File: src/distinct_k_permutation_enumerator_top_defines.svh
// Assertion macros shared by the enumerator modules.
`ifndef DISTINCT_K_PERMUTATION_ENUMERATOR_TOP_DEFINES_SVH
`define DISTINCT_K_PERMUTATION_ENUMERATOR_TOP_DEFINES_SVH
// Implication checked every clock, quiet during reset.
`define DKP_ASSERT_IMP(label, clk, rst, a, b) \
  label: assert property (@(posedge clk) disable iff (rst) (a) |-> (b)) \
    else $error("assertion failed");
// Next-cycle implication.
`define DKP_ASSERT_NXT(label, clk, rst, a, b) \
  label: assert property (@(posedge clk) disable iff (rst) (a) |=> (b)) \
    else $error("assertion failed");
`endif

File: src/dkpe_pkg.sv
// Package: constants and command/status types of the enumerator.
package dkpe_pkg;
  localparam int MaxItemsDef  = 8;
  localparam int ValueBitsDef = 16;
  localparam int ElemBits     = 16;
  localparam int MBits        = 4;
  localparam int OpBits       = 2;
  localparam logic [OpBits-1:0] OP_CLEAR = 2'd0;
  localparam logic [OpBits-1:0] OP_LOAD  = 2'd1;
  localparam logic [OpBits-1:0] OP_NEXT  = 2'd2;

  typedef struct packed {
    logic clear;     // empty store
    logic restart;   // drop enumeration progress
    logic ins_start; // begin sorted insert
    logic ins_step;  // shift one entry / compare
    logic fill_init; // start first fill from depth 0
    logic adv_init;  // start advance from top depth
    logic walk;      // one step of fill/advance walk
    logic emit_init; // start emitting the chosen sequence
    logic emit_step; // move to next emitted element
  } dkpe_cmd_t;

  typedef struct packed {
    logic ins_done;
    logic walk_done;
    logic walk_ok;
    logic emit_last;
    logic startable;  // m in range and not finished
    logic started;
  } dkpe_sts_t;
endpackage

File: src/dkpe_stream_if.sv
// Valid/ready channel interfaces for the enumerator.
interface dkpe_in_if #(parameter int OpW = 2, parameter int ValW = 16) (input logic clk);
  logic            valid;
  logic            ready;
  logic [OpW-1:0]  op;
  logic [ValW-1:0] value;
  modport source (output valid, op, value, input ready);
  modport sink   (input valid, op, value, output ready);
endinterface

interface dkpe_out_if #(parameter int ElW = 16) (input logic clk);
  logic           valid;
  logic           ready;
  logic [ElW-1:0] element;
  logic           last;
  logic           exhausted;
  modport source (output valid, element, last, exhausted, input ready);
  modport sink   (input valid, element, last, exhausted, output ready);
endinterface

File: src/dkpe_datapath.sv
// Datapath: sorted store, chosen positions, used mask and the backtracking walk.
module dkpe_datapath
  import dkpe_pkg::*;
#(
  parameter int MaxItems  = MaxItemsDef,
  parameter int ValueBits = ValueBitsDef
) (
  input  logic                 clk,
  input  logic                 rst,
  input  dkpe_cmd_t            cmd,
  input  logic [ValueBits-1:0] in_value,
  input  logic [MBits-1:0]     m_count,
  input  logic                 set_finished,
  output dkpe_sts_t            sts,
  output logic [ElemBits-1:0]  element
);
  localparam int PB = (MaxItems > 1) ? $clog2(MaxItems) : 1;
  localparam int CB = $clog2(MaxItems + 1);
  localparam int DB = (CB > MBits) ? CB : MBits;

  logic [ValueBits-1:0] vals [MaxItems];
  logic [PB-1:0]        chosen [MaxItems];
  logic [CB-1:0]        item_count;
  logic [MaxItems-1:0]  used_mask;
  logic                 started, finished;

  // insert: pos walks down from item_count
  logic [CB-1:0] ins_pos;
  logic [ValueBits-1:0] ins_val;
  // walk: depth, candidate q, mode (0 fill, 1 advance search)
  logic [DB-1:0] depth;
  logic [CB-1:0] q;
  logic          mode_adv, walk_done, walk_ok;
  logic [DB-1:0] emit_k;

  logic [DB-1:0] m_ext;
  assign m_ext = DB'(m_count);

  // drop the load when the store is full
  logic ins_full;
  assign ins_full = (item_count >= CB'(MaxItems));

  logic ins_done;
  assign ins_done = ins_full || (ins_pos == '0) ||
                    !(vals[PB'(ins_pos - CB'(1))] > ins_val);

  logic [PB-1:0] cur_p;
  assign cur_p = chosen[PB'(depth)];
  logic q_in, q_free, q_dup;
  assign q_in   = (q < item_count);
  assign q_free = q_in && !used_mask[PB'(q)];
  assign q_dup  = q_in && (vals[PB'(q)] == vals[cur_p]);

  always_ff @(posedge clk) begin
    if (rst) begin
      item_count <= '0;
      used_mask  <= '0;
      started    <= 1'b0;
      finished   <= 1'b0;
      walk_done  <= 1'b0;
      walk_ok    <= 1'b0;
    end else begin
      if (cmd.clear) item_count <= '0;
      if (cmd.restart) begin
        used_mask <= '0;
        started   <= 1'b0;
        finished  <= 1'b0;
      end
      if (set_finished) finished <= 1'b1;
      if (cmd.ins_start) begin
        ins_pos <= item_count;
        ins_val <= in_value;
      end
      if (cmd.ins_step && !ins_full) begin
        if (ins_done) begin
          vals[PB'(ins_pos)] <= ins_val;
          item_count <= item_count + CB'(1);
        end else begin
          vals[PB'(ins_pos)] <= vals[PB'(ins_pos - CB'(1))];
          ins_pos <= ins_pos - CB'(1);
        end
      end
      if (cmd.fill_init) begin
        used_mask <= '0;
        depth     <= '0;
        q         <= '0;
        mode_adv  <= 1'b0;
        started   <= 1'b1;
        walk_done <= 1'b0;
        walk_ok   <= 1'b0;
      end
      if (cmd.adv_init) begin
        depth     <= m_ext - DB'(1);
        q         <= CB'(chosen[PB'(m_ext - DB'(1))]) + CB'(1);
        used_mask[chosen[PB'(m_ext - DB'(1))]] <= 1'b0;
        mode_adv  <= 1'b1;
        walk_done <= 1'b0;
        walk_ok   <= 1'b0;
      end
      if (cmd.walk) begin
        if (!mode_adv) begin
          // fill depth with lowest free position
          if (depth == m_ext) begin
            walk_done <= 1'b1;
            walk_ok   <= 1'b1;
          end else if (q_free) begin
            chosen[PB'(depth)] <= PB'(q);
            used_mask[PB'(q)]  <= 1'b1;
            depth <= depth + DB'(1);
            q     <= '0;
          end else begin
            q <= q + CB'(1);
          end
        end else begin
          if (!q_in) begin
            // back up one level
            if (depth == '0) begin
              walk_done <= 1'b1;
            end else begin
              depth <= depth - DB'(1);
              q     <= CB'(chosen[PB'(depth - DB'(1))]) + CB'(1);
              used_mask[chosen[PB'(depth - DB'(1))]] <= 1'b0;
            end
          end else if (q_dup || !q_free) begin
            q <= q + CB'(1);
          end else begin
            chosen[PB'(depth)] <= PB'(q);
            used_mask[PB'(q)]  <= 1'b1;
            depth    <= depth + DB'(1);
            q        <= '0;
            mode_adv <= 1'b0;
          end
        end
      end
      if (cmd.emit_init) emit_k <= '0;
      if (cmd.emit_step) emit_k <= emit_k + DB'(1);
    end
  end

  assign element = ElemBits'(vals[chosen[PB'(emit_k)]]);
  assign sts.ins_done  = ins_done;
  assign sts.walk_done = walk_done;
  assign sts.walk_ok   = walk_ok;
  assign sts.emit_last = (emit_k + DB'(1) == m_ext);
  assign sts.started   = started;
  assign sts.startable = !finished && (m_count != '0) &&
                         (DB'(m_count) <= DB'(item_count)) &&
                         (DB'(m_count) <= DB'(MaxItems));

`include "distinct_k_permutation_enumerator_top_defines.svh"
  `DKP_ASSERT_IMP(a_count_bound, clk, rst, 1'b1, item_count <= CB'(MaxItems))
  `DKP_ASSERT_NXT(a_clear_empty, clk, rst, cmd.clear, item_count == '0)
  `DKP_ASSERT_NXT(a_fill_starts, clk, rst, cmd.fill_init, started)
endmodule

File: src/dkpe_ctrl.sv
// Controller: sequences insert, fill/advance walk and output run per request.
module dkpe_ctrl
  import dkpe_pkg::*;
(
  input  logic              clk,
  input  logic              rst,
  input  logic              in_valid,
  output logic              in_ready,
  input  logic [OpBits-1:0] in_op,
  input  logic              cfg_we,
  output logic              out_valid,
  input  logic              out_ready,
  output logic              out_last,
  output logic              out_exh,
  output dkpe_cmd_t         cmd,
  output logic              set_finished,
  input  dkpe_sts_t         sts
);
  typedef enum logic [2:0] {S_IDLE, S_INS, S_WALK, S_EMIT, S_EXH} state_t;
  state_t state;
  logic   acc;
  assign in_ready = (state == S_IDLE);
  assign acc      = in_valid && in_ready;

  always_comb begin
    cmd = '0;
    set_finished = 1'b0;
    cmd.restart = cfg_we;
    case (state)
      S_IDLE: if (acc) begin
        case (in_op)
          OP_CLEAR: begin cmd.clear = 1'b1; cmd.restart = 1'b1; end
          OP_LOAD:  begin cmd.ins_start = 1'b1; cmd.restart = 1'b1; end
          OP_NEXT: begin
            if (!sts.startable) set_finished = 1'b1;
            else if (!sts.started) cmd.fill_init = 1'b1;
            else cmd.adv_init = 1'b1;
          end
          default: ;
        endcase
      end
      S_WALK: begin
        if (!sts.walk_done) cmd.walk = 1'b1;
        else if (sts.walk_ok) cmd.emit_init = 1'b1;
        else set_finished = 1'b1;
      end
      S_INS:  cmd.ins_step = 1'b1;
      S_EMIT: if (out_ready && !sts.emit_last) cmd.emit_step = 1'b1;
      default: ;
    endcase
  end

  assign out_valid = (state == S_EMIT) || (state == S_EXH);
  assign out_exh   = (state == S_EXH);
  assign out_last  = (state == S_EMIT) && sts.emit_last;

  always_ff @(posedge clk) begin
    if (rst) begin
      state <= S_IDLE;
    end else begin
      case (state)
        S_IDLE: if (acc) begin
          case (in_op)
            OP_LOAD: state <= S_INS;
            OP_NEXT: state <= sts.startable ? S_WALK : S_EXH;
            default: state <= S_IDLE;
          endcase
        end
        S_INS:  if (sts.ins_done) state <= S_IDLE;
        S_WALK: if (sts.walk_done) state <= sts.walk_ok ? S_EMIT : S_EXH;
        S_EMIT: if (out_ready && sts.emit_last) state <= S_IDLE;
        S_EXH:  if (out_ready) state <= S_IDLE;
        default: state <= S_IDLE;
      endcase
    end
  end

`include "distinct_k_permutation_enumerator_top_defines.svh"
  `DKP_ASSERT_IMP(a_exh_not_last, clk, rst, out_valid && out_exh, !out_last)
  `DKP_ASSERT_IMP(a_busy_not_ready, clk, rst, out_valid, !in_ready)
  `DKP_ASSERT_NXT(a_emit_hold, clk, rst, out_valid && !out_ready, out_valid)
endmodule

File: src/distinct_k_permutation_enumerator_top.sv
// Enumerator of distinct k-permutations of a loaded multiset.
// Input channel "in" (op, value): op 0 clears the store, op 1 inserts value
// into the sorted store, op 2 requests the next sequence. Output channel
// "out" returns m_count elements per request, last set on the final one, or
// a single exhausted result (element 0) when no sequence is left.
// A load's sorted insert shifts one entry a cycle. A next request walks the
// backtracking stack one candidate position a cycle, then returns one element
// a cycle while the receiver accepts. The block takes one item at a time;
// in_ready is low while it works or while results wait. A stalled receiver
// holds the current element stable.
// cfg_we/cfg_data write m_count and restart the enumeration; write it only
// when idle. Synchronous reset empties the store, sets m_count to 1 and
// clears all progress; no clearing pass is needed.
module distinct_k_permutation_enumerator_top
  import dkpe_pkg::*;
#(
  parameter int MaxItems  = MaxItemsDef,
  parameter int ValueBits = ValueBitsDef
) (
  input  logic             clk,
  input  logic             rst,
  dkpe_in_if.sink          in,
  dkpe_out_if.source       out,
  input  logic             cfg_we,
  input  logic [MBits-1:0] cfg_data
);
  logic [MBits-1:0] m_count;
  dkpe_cmd_t cmd;
  dkpe_sts_t sts;
  logic      set_finished;

  always_ff @(posedge clk) begin
    if (rst) m_count <= MBits'(1);
    else if (cfg_we) m_count <= cfg_data;
  end

  dkpe_ctrl u_ctrl (
    .clk, .rst,
    .in_valid(in.valid), .in_ready(in.ready), .in_op(in.op),
    .cfg_we,
    .out_valid(out.valid), .out_ready(out.ready),
    .out_last(out.last), .out_exh(out.exhausted),
    .cmd, .set_finished, .sts
  );

  logic [ElemBits-1:0] element;
  dkpe_datapath #(.MaxItems(MaxItems), .ValueBits(ValueBits)) u_dp (
    .clk, .rst, .cmd,
    .in_value(ValueBits'(in.value)),
    .m_count, .set_finished, .sts, .element
  );
  assign out.element = out.exhausted ? '0 : element;
endmodule

File: src/flat_wrapper.sv
// flat-port wrapper written by rule: the top's interface ports become plain ports
module distinct_k_permutation_enumerator_top_flat import dkpe_pkg::*;
#(
  parameter int MaxItems  = MaxItemsDef,
  parameter int ValueBits = ValueBitsDef
)
  (clk, rst, cfg_we, cfg_data, in_valid, in_op, in_value, in_ready, out_valid, out_element, out_last, out_exhausted, out_ready);
  dkpe_in_if #(.OpW(OpBits), .ValW(ValueBitsDef)) in_i (.clk(clk));
  dkpe_out_if #(.ElW(ElemBits)) out_i (.clk(clk));
  input  logic clk;
  input  logic rst;
  input  logic cfg_we;
  input  logic [MBits-1:0] cfg_data;
  input wire logic [$bits(in_i.valid)-1:0] in_valid;
  input wire logic [$bits(in_i.op)-1:0] in_op;
  input wire logic [$bits(in_i.value)-1:0] in_value;
  output wire logic [$bits(in_i.ready)-1:0] in_ready;
  output wire logic [$bits(out_i.valid)-1:0] out_valid;
  output wire logic [$bits(out_i.element)-1:0] out_element;
  output wire logic [$bits(out_i.last)-1:0] out_last;
  output wire logic [$bits(out_i.exhausted)-1:0] out_exhausted;
  input wire logic [$bits(out_i.ready)-1:0] out_ready;
  assign in_i.valid = in_valid;
  assign in_i.op = in_op;
  assign in_i.value = in_value;
  assign in_ready = in_i.ready;
  assign out_valid = out_i.valid;
  assign out_element = out_i.element;
  assign out_last = out_i.last;
  assign out_exhausted = out_i.exhausted;
  assign out_i.ready = out_ready;
  distinct_k_permutation_enumerator_top #(.MaxItems(MaxItems), .ValueBits(ValueBits)) u_core (.clk(clk), .rst(rst), .in(in_i), .out(out_i), .cfg_we(cfg_we), .cfg_data(cfg_data));
endmodule
File: config.mk
export PLATFORM = sky130hd
export DESIGN_NAME = distinct_k_permutation_enumerator_top_flat
export DESIGN_NICKNAME = d
export VERILOG_FILES = /design/src/dkpe_pkg.sv /design/src/dkpe_stream_if.sv /design/src/dkpe_datapath.sv /design/src/dkpe_ctrl.sv /design/src/distinct_k_permutation_enumerator_top.sv /design/src/flat_wrapper.sv
export VERILOG_INCLUDE_DIRS = /design/src /design/src/src
export SDC_FILE = /design/constraint.sdc
export NUM_CORES = 1
export LEC_CHECK = 0
export ABC_AREA = 1
export CORE_AREA = 2 2 120 239
export DETAILED_ROUTE_END_ITERATION = 6
export DIE_AREA = 0 0 122 241
export DONT_BUFFER_PORTS = 1
export PLACE_DENSITY = 0.78
export SETUP_SLACK_MARGIN = 0.3
export SYNTH_ARGS = -nofsm -noshare
export SYNTH_HDL_FRONTEND = slang
export SYNTH_SLANG_ARGS = --single-unit
File: constraint.sdc
create_clock -name clk -period 5.3 [get_ports clk]
set_input_delay 0.53 -clock clk [delete_from_list [all_inputs] [get_ports clk]]
set_output_delay 0.53 -clock clk [all_outputs]
set_load 0.05 [all_outputs]
# Word level (Yosys, flattened, before mapping)
# Memories as Yosys holds them, arrays and structs flattened. A register that Yosys moved wholly into a read port is not among the register bits.
# Index checks and enable logic that the tools add are counted.
dict set report totals {
  ramBits 152
  ff_bits 56
  memories 2
  out_inout_bits 20
}
dict set report classes {
  n_eq_ne 14
  n_lt_le_gt_ge 11
  reduce_logical 35
  bitwise 8
  n_mux 126
  add_sub_neg 9
}
# name words width rd rd_clocked_by_memory_dff wr line
set mem_list {}
lappend mem_list {u_core.u_dp.vals 8 16 4 1 1 dkpe_datapath.sv:21} ;# logic [ValueBits-1:0] vals [MaxItems];
lappend mem_list {u_core.u_dp.chosen 8 3 4 2 1 dkpe_datapath.sv:22} ;# logic [PB-1:0] chosen [MaxItems];
# op n
set op_table {}
lappend op_table {{$mux 4} 26}
lappend op_table {{$mux 8} 12}
lappend op_table {{$mux 1} 61}
lappend op_table {{$mux 3} 13}
lappend op_table {{$mux 16} 2}
lappend op_table {{$add 4x1->4 const B} 4}
lappend op_table {{$and 8x8->8} 2}
lappend op_table {{$eq 16x16->1} 1}
lappend op_table {{$gt 16x16->1} 1}
lappend op_table {{$not 8->8} 2}
lappend op_table {{$pmux 3 s5} 1}
lappend op_table {{$logic_and 1x1->1} 13}
lappend op_table {{$lt 3x4->1 const B} 3}
lappend op_table {{$sub 4x1->4 const B} 3}
lappend op_table {{$mux 2} 5}
lappend op_table {{$demux 1 s3} 3}
lappend op_table {{$ge 3x1->1 const B} 3}
lappend op_table {{$add 3x1->4 const B} 2}
lappend op_table {{$eq 4x4->1} 2}
lappend op_table {{$logic_not 4->1} 2}
lappend op_table {{$or 8x8->8} 1}
lappend op_table {{$eq 3x2->1 const B} 2}
lappend op_table {{$logic_not 1->1} 6}
lappend op_table {{$ne 2x2->1 const B} 3}
lappend op_table {{22 further kinds} 30}

# Logic depth before layout (Yosys ltp)
# Gate-level depths: netlist of run 1.
dict set report logic_depth {
  depth_word 18
  ltp_mapped 25
  ltp_nobuf 24
}

# Cells and area by module
# From an unflattened synthesis of run 1, not the netlist that was laid out.
dict set report unflattened {
  hier_cells 2127
  area_unflattened_um2 15426.0
}
# mod area_each_um2 cells_each seq_area_each_um2 n_inst
set by_module_without_submodules {}
lappend by_module_without_submodules {dkpe_datapath 14674.1 1990 6055.8 1}
lappend by_module_without_submodules {dkpe_ctrl 442.9 78 60.1 1}
lappend by_module_without_submodules {distinct_k_permutation_enumerator_top 309.0 59 80.1 1}

# Least setup slack after synthesis of run 1
# No wires, ideal clock.
dict set report synth_path {
  path_kind {flip-flop to flip-flop}
  startpoint {reg u_core.u_dp.ins_pos[0]}
  endpoint {mem u_core.u_dp.vals[0][15] (netlist name) (data pin)}
  setup_ps 265
  path_buffers 4
  setup_slack_ps 1298
  path_stages_with_launch 20
  t_arrival_ps 3737
  cell_sequence {edfxtp_1 -> clkinv_1 -> clkbuf_1 -> ha_1 -> clkbuf_1 -> clkbuf_1 -> o211ai_1 -> a31oi_1 -> ha_1 -> nand2_1 -> inv_1 -> nand3_1 -> nor2_1 -> a221oi_1 -> a21boi_0 -> nand2_1 -> nor2_1 -> clkbuf_1 -> nand2_1 -> o21ai_0}
}
dict set report synth_between {
  elab_chain_len 10
  word_cells_on_any_way 12
}
# item line
set synth_rtl {}
lappend synth_rtl {{start: declaration} dkpe_datapath.sv:28} ;# logic [CB-1:0] ins_pos;
lappend synth_rtl {{start signal: assignment} dkpe_datapath.sv:71} ;# ins_pos <= item_count;
lappend synth_rtl {{start signal: assignment} dkpe_datapath.sv:80} ;# ins_pos <= ins_pos - CB'(1);
lappend synth_rtl {{$sub 4x1->4} n/a}
lappend synth_rtl {{$mem_v2 8x16} n/a}
lappend synth_rtl {{$gt 16x16->1} dkpe_datapath.sv:45} ;# !(vals[PB'(ins_pos - CB'(1))] > ins_val);
lappend synth_rtl {{$logic_not 1->1} dkpe_datapath.sv:45}
lappend synth_rtl {{$logic_or 1x1->1} dkpe_datapath.sv:44} ;# assign ins_done = ins_full || (ins_pos == '0) ||
lappend synth_rtl {{$mux 1} dkpe_datapath.sv:75} ;# if (ins_done) begin
lappend synth_rtl {{$mux 1} dkpe_datapath.sv:74} ;# if (cmd.ins_step && !ins_full) begin
lappend synth_rtl {{$mux 1} dkpe_datapath.sv:55} ;# if (rst) begin
lappend synth_rtl {{$mux 1 (implied by the code)} dkpe_datapath.sv:79} ;# vals[PB'(ins_pos)] <= vals[PB'(ins_pos - CB'(1))];
lappend synth_rtl {{$mux 16 (no line) *} n/a}
lappend synth_rtl {{end: declaration} dkpe_datapath.sv:21}
# Every way passes the cells marked *; elsewhere a longest branch is shown, timed or not.

# Worst setup path in the final report of run 1
dict set report layout_path {
  startpoint {reg u_core.u_dp.ins_pos[1]}
  endpoint {mem u_core.u_dp.vals[1][8] (netlist name) (data pin)}
}
# The elaborated chain is that of the path after synthesis.

==> results of run 1 <==
placed cells by master, fill, tap and decap left out, types with 23 or more instances in the layout:
cell type  netlist  final
dfxtp_1         32     31
o21ai_0        273    260
a21oi_1        153    153
inv_1          170    169
ha_1            33     33
a31oi_1         26     23
edfxtp_1       185    185
nand2_1        364    361
nor3_1          52     31
buf_4            4     53
o211ai_1        26     26
nand3_1        213    213
o21ai_1         19     32
nor2_1         194    191
state kept, by name (all words and copies together) (netlist names), named ones only:
signal and flops:
u_core.m_count 4, u_core.u_ctrl.state 3, u_core.u_dp.chosen 24, u_core.u_dp.depth 4
u_core.u_dp.emit_k 4, u_core.u_dp.finished 1, u_core.u_dp.ins_pos 4, u_core.u_dp.ins_val 16
u_core.u_dp.item_count 4, u_core.u_dp.mode_adv 1, u_core.u_dp.q 4, u_core.u_dp.started 1
u_core.u_dp.used_mask 8, u_core.u_dp.vals 128, u_core.u_dp.walk_done 1, u_core.u_dp.walk_ok 1
layout make-up:
type                       instances  area (µm²)
multi-input combinational       1489        7722
tap                              352       440.4
antenna                            3       7.507
inverter                         184       694.4
timing repair buffer              54       409.1
clock buffer                      27       568.0
clock inverter                     9       108.9
sequential                       217        6197
fill                            2523       11290
through the flow:
| stage | cell area, µm² | total power [W] | hold WS, ns | util, % | cells |
|---|---|---|---|---|---|
| 6_report | 16150 | 0.009198 | 0.07538 | 58.85 | 2335 |
| 5_1_grt | 16150 | 0.009732 | 0.05288 | 58.85 | 2335 |
| 4_1_cts | 16110 | 0.008967 | 0.05727 | 58.72 | 2332 |
| 3_5_place_dp | 15430 | 0.007466 | 0.4689 | 56.25 | 2296 |
| 3_3_place_gp | 15430 | 0.007383 | 0.4602 | 56.25 | 2296 |
| 2_1_floorplan | 15020 | 0.006029 | 0.4533 | - | 2013 |
logic make-up after synthesis:
kind of cell    share of synthesized area [%]
compound gates                          21.21
xor+xnor                               0.9912
fa+ha+maj                               2.749
buf+inv                                 8.363
flops                                   41.25
mux                                    0.2166
simple gates                            25.23
layer usage:
layer	vias to the layer above	part of all wire, %	GRT usage (%)
met3	407	9.0	6.782
met2	1031	49	63.28
met5	-	0	0
met1	6932	30	34.90
li1	6956	-	-
met4	0	12	35.98
power by group:
group | internal, W | switching [W] | total (W)
Clock | 0.000856 | 0.000642 | 0.00150
Combinational | 0.00160 | 0.00381 | 0.00541
Sequential | 0.00206 | 0.000226 | 0.00229
Total | 0.00452 | 0.00468 | 0.00920
final timing paths:
kind	endpoint
worst max-delay path	u_core.u_dp.vals[1][8]
worst min-delay path	u_core.u_dp.started
worst max register to register	u_core.u_dp.vals[1][8]
worst min register to register	u_core.u_dp.started
==> reports/qor.txt, run 1 <==
Status -> complete, but fails checks
Violated checks -> DRC
RSZ-0062 raised after global routing -> no
CP Launch Type -> flop
Worst Setup End Kind -> flop
Largest stage delay on the critical path -> 0.46 ns
Num CTS Buffers -> 20
Final worst slack -> 0.6151 ns
Crit path launch -> u_core.u_dp.ins_pos[1]
Post-CTS setup buffers -> 0
Routability Congestion -> 0.9904
WP data required -> 5.55 ns
CTS Root Cell -> clkbuf_16
Worst Hold Depth -> 1
Sinks on Clock Net -> 217
Tcrit/Tclk final -> 88.39%
Setup WS pre-CTS -> 0.5042 ns
CTS H-tree lvls -> 1
Max-Cap Viols -> 0
Critical R2R Launch -> u_core.u_dp.ins_pos[1]
Synth area leader -> edfxtp_1
Grt ovf -> 0
Worst vdd ir -> 483.0 µV
Input/output buffers -> 0
Critical Path AT -> 4.94 ns
Row count -> 86
Worst Tran Pin Value -> 1.102 ns
Via count -> 15330
Crit-path leading delay family -> compound AO/OA/AOI/OAI gates
PwrDens -> 569.6 nW/µm²
Syn_nets -> 2073
Antenna violations before repair -> 6
R2R depth -> 18
Syn Inst Count -> 2013
Crit path buffers/inverters -> 3
Worst path depth -> 18
Max Clk Rate -> 213.5 MHz
Via density -> 6.564
Initial core utilization -> 54.75%
Core area -> 27440 µm²
Crit-path max FO -> 20
Post-route setup TNS -> 0 ns
HP Class -> primary input to flop
First-pass GRT wire length -> 80.63 mm
Die width -> 122 µm
Final Max Tran Viols -> 0
Synth cell count leaders -> nand2_1, o21ai_0, nand3_1, nor2_1, edfxtp_1
Largest net degree at the start of global routing -> 84
Share of layout cells above drive strength 1 -> 8.434%
Initial drt markers -> 1693
P&R area growth vs syn -> 7.496%
Wirelength per Cell -> 22.89 µm
# setup viols final -> 0
FF+latch count, synth -> 217
Io pins -> 47
GRT Util Overall -> 36.48%
Via count of the first global-routing pass -> 14870
Die H -> 241 µm
DRT Pass-1 Iters -> 7
Max clock buf depth -> 3
Worst-path cell chain -> inv_1 > ha_1 > clkinvlp_4 > a21oi_1 > o21ai_0 > o21ai_0 > nor2_1 > a31oi_1 > ha_1 > nand4_1 > nor2_1 > a221oi_1 > a21boi_0 > nand2_2 > nor2_2 > buf_4 > nand2_1 > o21ai_1
Synth warn -> 0
P_leak -> 6.349 nW
Remaining DRCs -> 10
Critical path class -> flop to flop
Netlist cell types -> 54
HPWL after DPL -> 37.01 mm
Cts hold-fix bufs -> 0
Final Hold Viols -> 0
Slew headroom -> 26.46%
CP max-delay cell -> edfxtp_1
Tmin final -> 4.685 ns
Final layout net count -> 2026
Clock Skew -> 0.01018 ns
Clk Latency, worst-skew pair -> 0.52 ns
Clk slew on worst S/H paths -> 0.07 ns
Post-Route WL -> 53.46 mm
Asr flop ratio synth -> 0%
Syn_area_per_cell -> 7.462 µm²
Synth top area share -> 36.98%
Sequential fraction of the synthesis area -> 41.25%
Die footprint -> 29400 µm²
CTS tree -> yes
Flop-to-flop setup slack -> 0.62 ns
Number of synthesized flops with an enable pin -> 185
Mapped cell area -> 15020 µm²
Top-count cell post-synth -> nand2_1
DRT antenna net count -> 0
Hold Crit Start -> rst
Synth Flop Type -> edfxtp_1
Cts repair resizes -> 0
Largest cells by area after synthesis -> edfxtp_1, nand2_1, o21ai_0
Note: power is estimated with default switching activity, not from simulation.
==> run 2: changes to the inputs <==
--- a/config.mk
+++ b/config.mk
@@ -7,11 +7,11 @@
 export NUM_CORES = 1
 export LEC_CHECK = 0
 export ABC_AREA = 1
-export CORE_AREA = 2 2 120 239
+export CORE_AREA = 2 2 126 251
 export DETAILED_ROUTE_END_ITERATION = 6
-export DIE_AREA = 0 0 122 241
+export DIE_AREA = 0 0 128 253
 export DONT_BUFFER_PORTS = 1
-export PLACE_DENSITY = 0.78
+export PLACE_DENSITY = 0.72
 export SETUP_SLACK_MARGIN = 0.3
 export SYNTH_ARGS = -nofsm -noshare
 export SYNTH_HDL_FRONTEND = slang
==> reports/qor.txt, run 2 (synthesized netlist as in run 1, its figures left out) <==
Worst Setup End Kind -> flop (unchanged)
Max reg flops -> 128 (unchanged)
DRT antenna net count -> 0 (unchanged)
Post-CTS setup buffers -> 0 (unchanged)
Clock Skew -> 0.01969 ns (was 0.01018 ns)
Sinks on Clock Net -> 217 (unchanged)
Wirelength per Cell -> 20.23 µm (was 22.89 µm)
Max Clk Rate -> 218.0 MHz (was 213.5 MHz)
Share of layout cells above drive strength 1 -> 7.860% (was 8.434%)
Die footprint -> 32380 µm² (was 29400 µm²)
CTS Root Cell -> clkbuf_16 (unchanged)
Cts repair resizes -> 0 (unchanged)
Met1 Use GR -> 39.06% (was 34.90%)
Final Hold Viols -> 0 (unchanged)
RSZ-0062 raised after global routing -> no (unchanged)
Most common cell after layout, fill and taps aside -> nand2_1 (unchanged)
GRT Util Overall -> 29.32% (was 36.48%)
Dpl cells -> 2308 (was 2296)
HP Class -> primary input to flop (unchanged)
Status -> complete, no violations (was complete, but fails checks)
Remaining DRCs -> 0 (was 10)
Worst Tran Pin Value -> 1.266 ns (was 1.102 ns)
Via count of the first global-routing pass -> 13740 (was 14870)
Commonest non-fill, non-tap cells in the layout -> nand2_1, o21ai_0, nand3_1 (unchanged)
P_leak -> 6.297 nW (was 6.349 nW)
Num CTS Buffers -> 20 (unchanged)
Largest net degree at the start of global routing -> 86 (was 84)
Met3 Track Usage GR -> 4.289% (was 6.782%)
Max-Cap Viols -> 0 (unchanged)
Final Max Tran Viols -> 0 (unchanged)
WP data required -> 5.51 ns (was 5.55 ns)
Slew headroom -> 15.12% (was 26.46%)
CTS H-tree lvls -> 1 (unchanged)
HPWL after DPL -> 31.63 mm (was 37.01 mm)
GR Util met2 -> 46.88% (was 63.28%)
Clk Latency, worst-skew pair -> 0.52 ns (about the same)
P&R area growth vs syn -> 6.771% (was 7.496%)
Input/output buffers -> 0 (unchanged)
Core area -> 30510 µm² (was 27440 µm²)
Non-filler cells, final -> 2344 (was 2335)
CP Launch Type -> flop (unchanged)
PwrDens -> 548.5 nW/µm² (was 569.6 nW/µm²)
Grt ovf -> 0 (unchanged)
Critical Path AT -> 4.80 ns (was 4.94 ns)
Top flop regs -> u_core.u_dp.vals: 128 flops, u_core.u_dp.chosen: 24 flops, u_core.u_dp.ins_val: 16 flops (unchanged)
Number of antenna diodes -> 0 (was 3)
Via density -> 6.317 (was 6.564)
Cts hold-fix bufs -> 0 (unchanged)
Worst vdd ir -> 521.0 µV (was 483.0 µV)
Biggest register -> u_core.u_dp.vals (unchanged)
DRT Pass-1 Iters -> 6 (was 7)
GR peak layer -> met2 (unchanged)
Post-route setup TNS -> 0 ns (unchanged)
Die width -> 128 µm (was 122 µm)
Row count -> 91 (was 86)
Final layout net count -> 2018 (was 2026)
Max clock buf depth -> 3 (unchanged)
Initial core utilization -> 49.23% (was 54.75%)
Crit-path max FO -> 26 (was 20)
# setup viols final -> 0 (unchanged)
Routability Congestion -> 0.9501 (was 0.9904)
Via count -> 14810 (was 15330)
Clk slew on worst S/H paths -> 0.07 ns (about the same)
Io pins -> 47 (unchanged)
Post-Route WL -> 47.41 mm (was 53.46 mm)
Die H -> 253 µm (was 241 µm)
Antenna violations before repair -> 0 (was 6)
Initial drt markers -> 1789 (was 1693)
Tcrit/Tclk final -> 86.57% (was 88.39%)
First-pass GRT wire length -> 74.89 mm (was 80.63 mm)
Critical path class -> flop to flop (unchanged)
CTS tree -> yes (unchanged)
Tmin final -> 4.588 ns (was 4.685 ns)
run 2: cell types whose count changed in the layout (fill, tap and decap cells not counted), sizes merged:
cell / change
clkinv: +4
diode: -3
bufinv: -2
clkinvlp: -2
clkbuf: -5
inv: +5
buf: -8
run 2: final timing paths:
| path | start | to | slack (ns) | depth (start not counted) |
|---|---|---|---|---|
| worst min-delay path | rst | u_core.u_dp.used_mask[1] | 0.07 | 1 |
| worst min register to register | u_core.u_dp.started | u_core.u_dp.started | 0.49 | 2 |
| worst max-delay path | u_core.u_dp.ins_pos[1] | u_core.u_dp.vals[3][3] | 0.71 | 19 |
| worst max register to register | u_core.u_dp.ins_pos[1] | u_core.u_dp.vals[3][3] | 0.71 | 19 |
run 2: worst max-delay path, stage by stage (launching register included):
cell and delay, ns:
edfxtp_1 0.45, inv_1 0.16, ha_1 0.35, buf_4 0.30, o21ai_0 0.14, o21ai_0 0.17
a21oi_1 0.06, a31oi_1 0.25, ha_1 0.29, inv_1 0.06, o21bai_1 0.05, a221oi_1 0.29
o221ai_1 0.18, nand2_1 0.08, a21boi_0 0.09, buf_4 0.16, nand2_1 0.26, nor2_4 0.12
buf_12 0.18, o21ai_0 0.62
run 2: layout make-up:
cell class                 count  area, µm²
multi-input combinational   1489       7711
sequential                   217       6197
timing repair buffer          46      357.8
clock buffer                  22      529.3
fill                        2874      14480
tap                          372      465.4
clock inverter                14      87.58
inverter                     184      690.7
run 2: per-stage QoR:
step                setup WS (ns)  total power, W  area [µm²]  hold slack (ns)  util [%]
floorplan                   1.298        0.006029       15020           0.4533         -
global placement           0.7974        0.007206       15420           0.4602     50.52
detailed placement         0.6955        0.007270       15420           0.4839     50.52
CTS                        0.6659        0.008659       16030          0.06318     52.55
global route               0.3080        0.009428       16040          0.06686     52.56
finish                     0.7118        0.008797       16040          0.07027     52.56
run 2: metal layers:
| metal | up-vias | share of wire, % |
|---|---|---|
| met4 | 0 | 4.7 |
| met5 | - | 0 |
| met2 | 964 | 46 |
| met1 | 6754 | 39 |
| met3 | 165 | 10 |
| li1 | 6925 | - |
run 2: power by group:
part	switching (W)	internal, W
Clock	0.000651	0.000734
Sequential	0.000200	0.00206
Combinational	0.00358	0.00157
Total	0.00443	0.00436
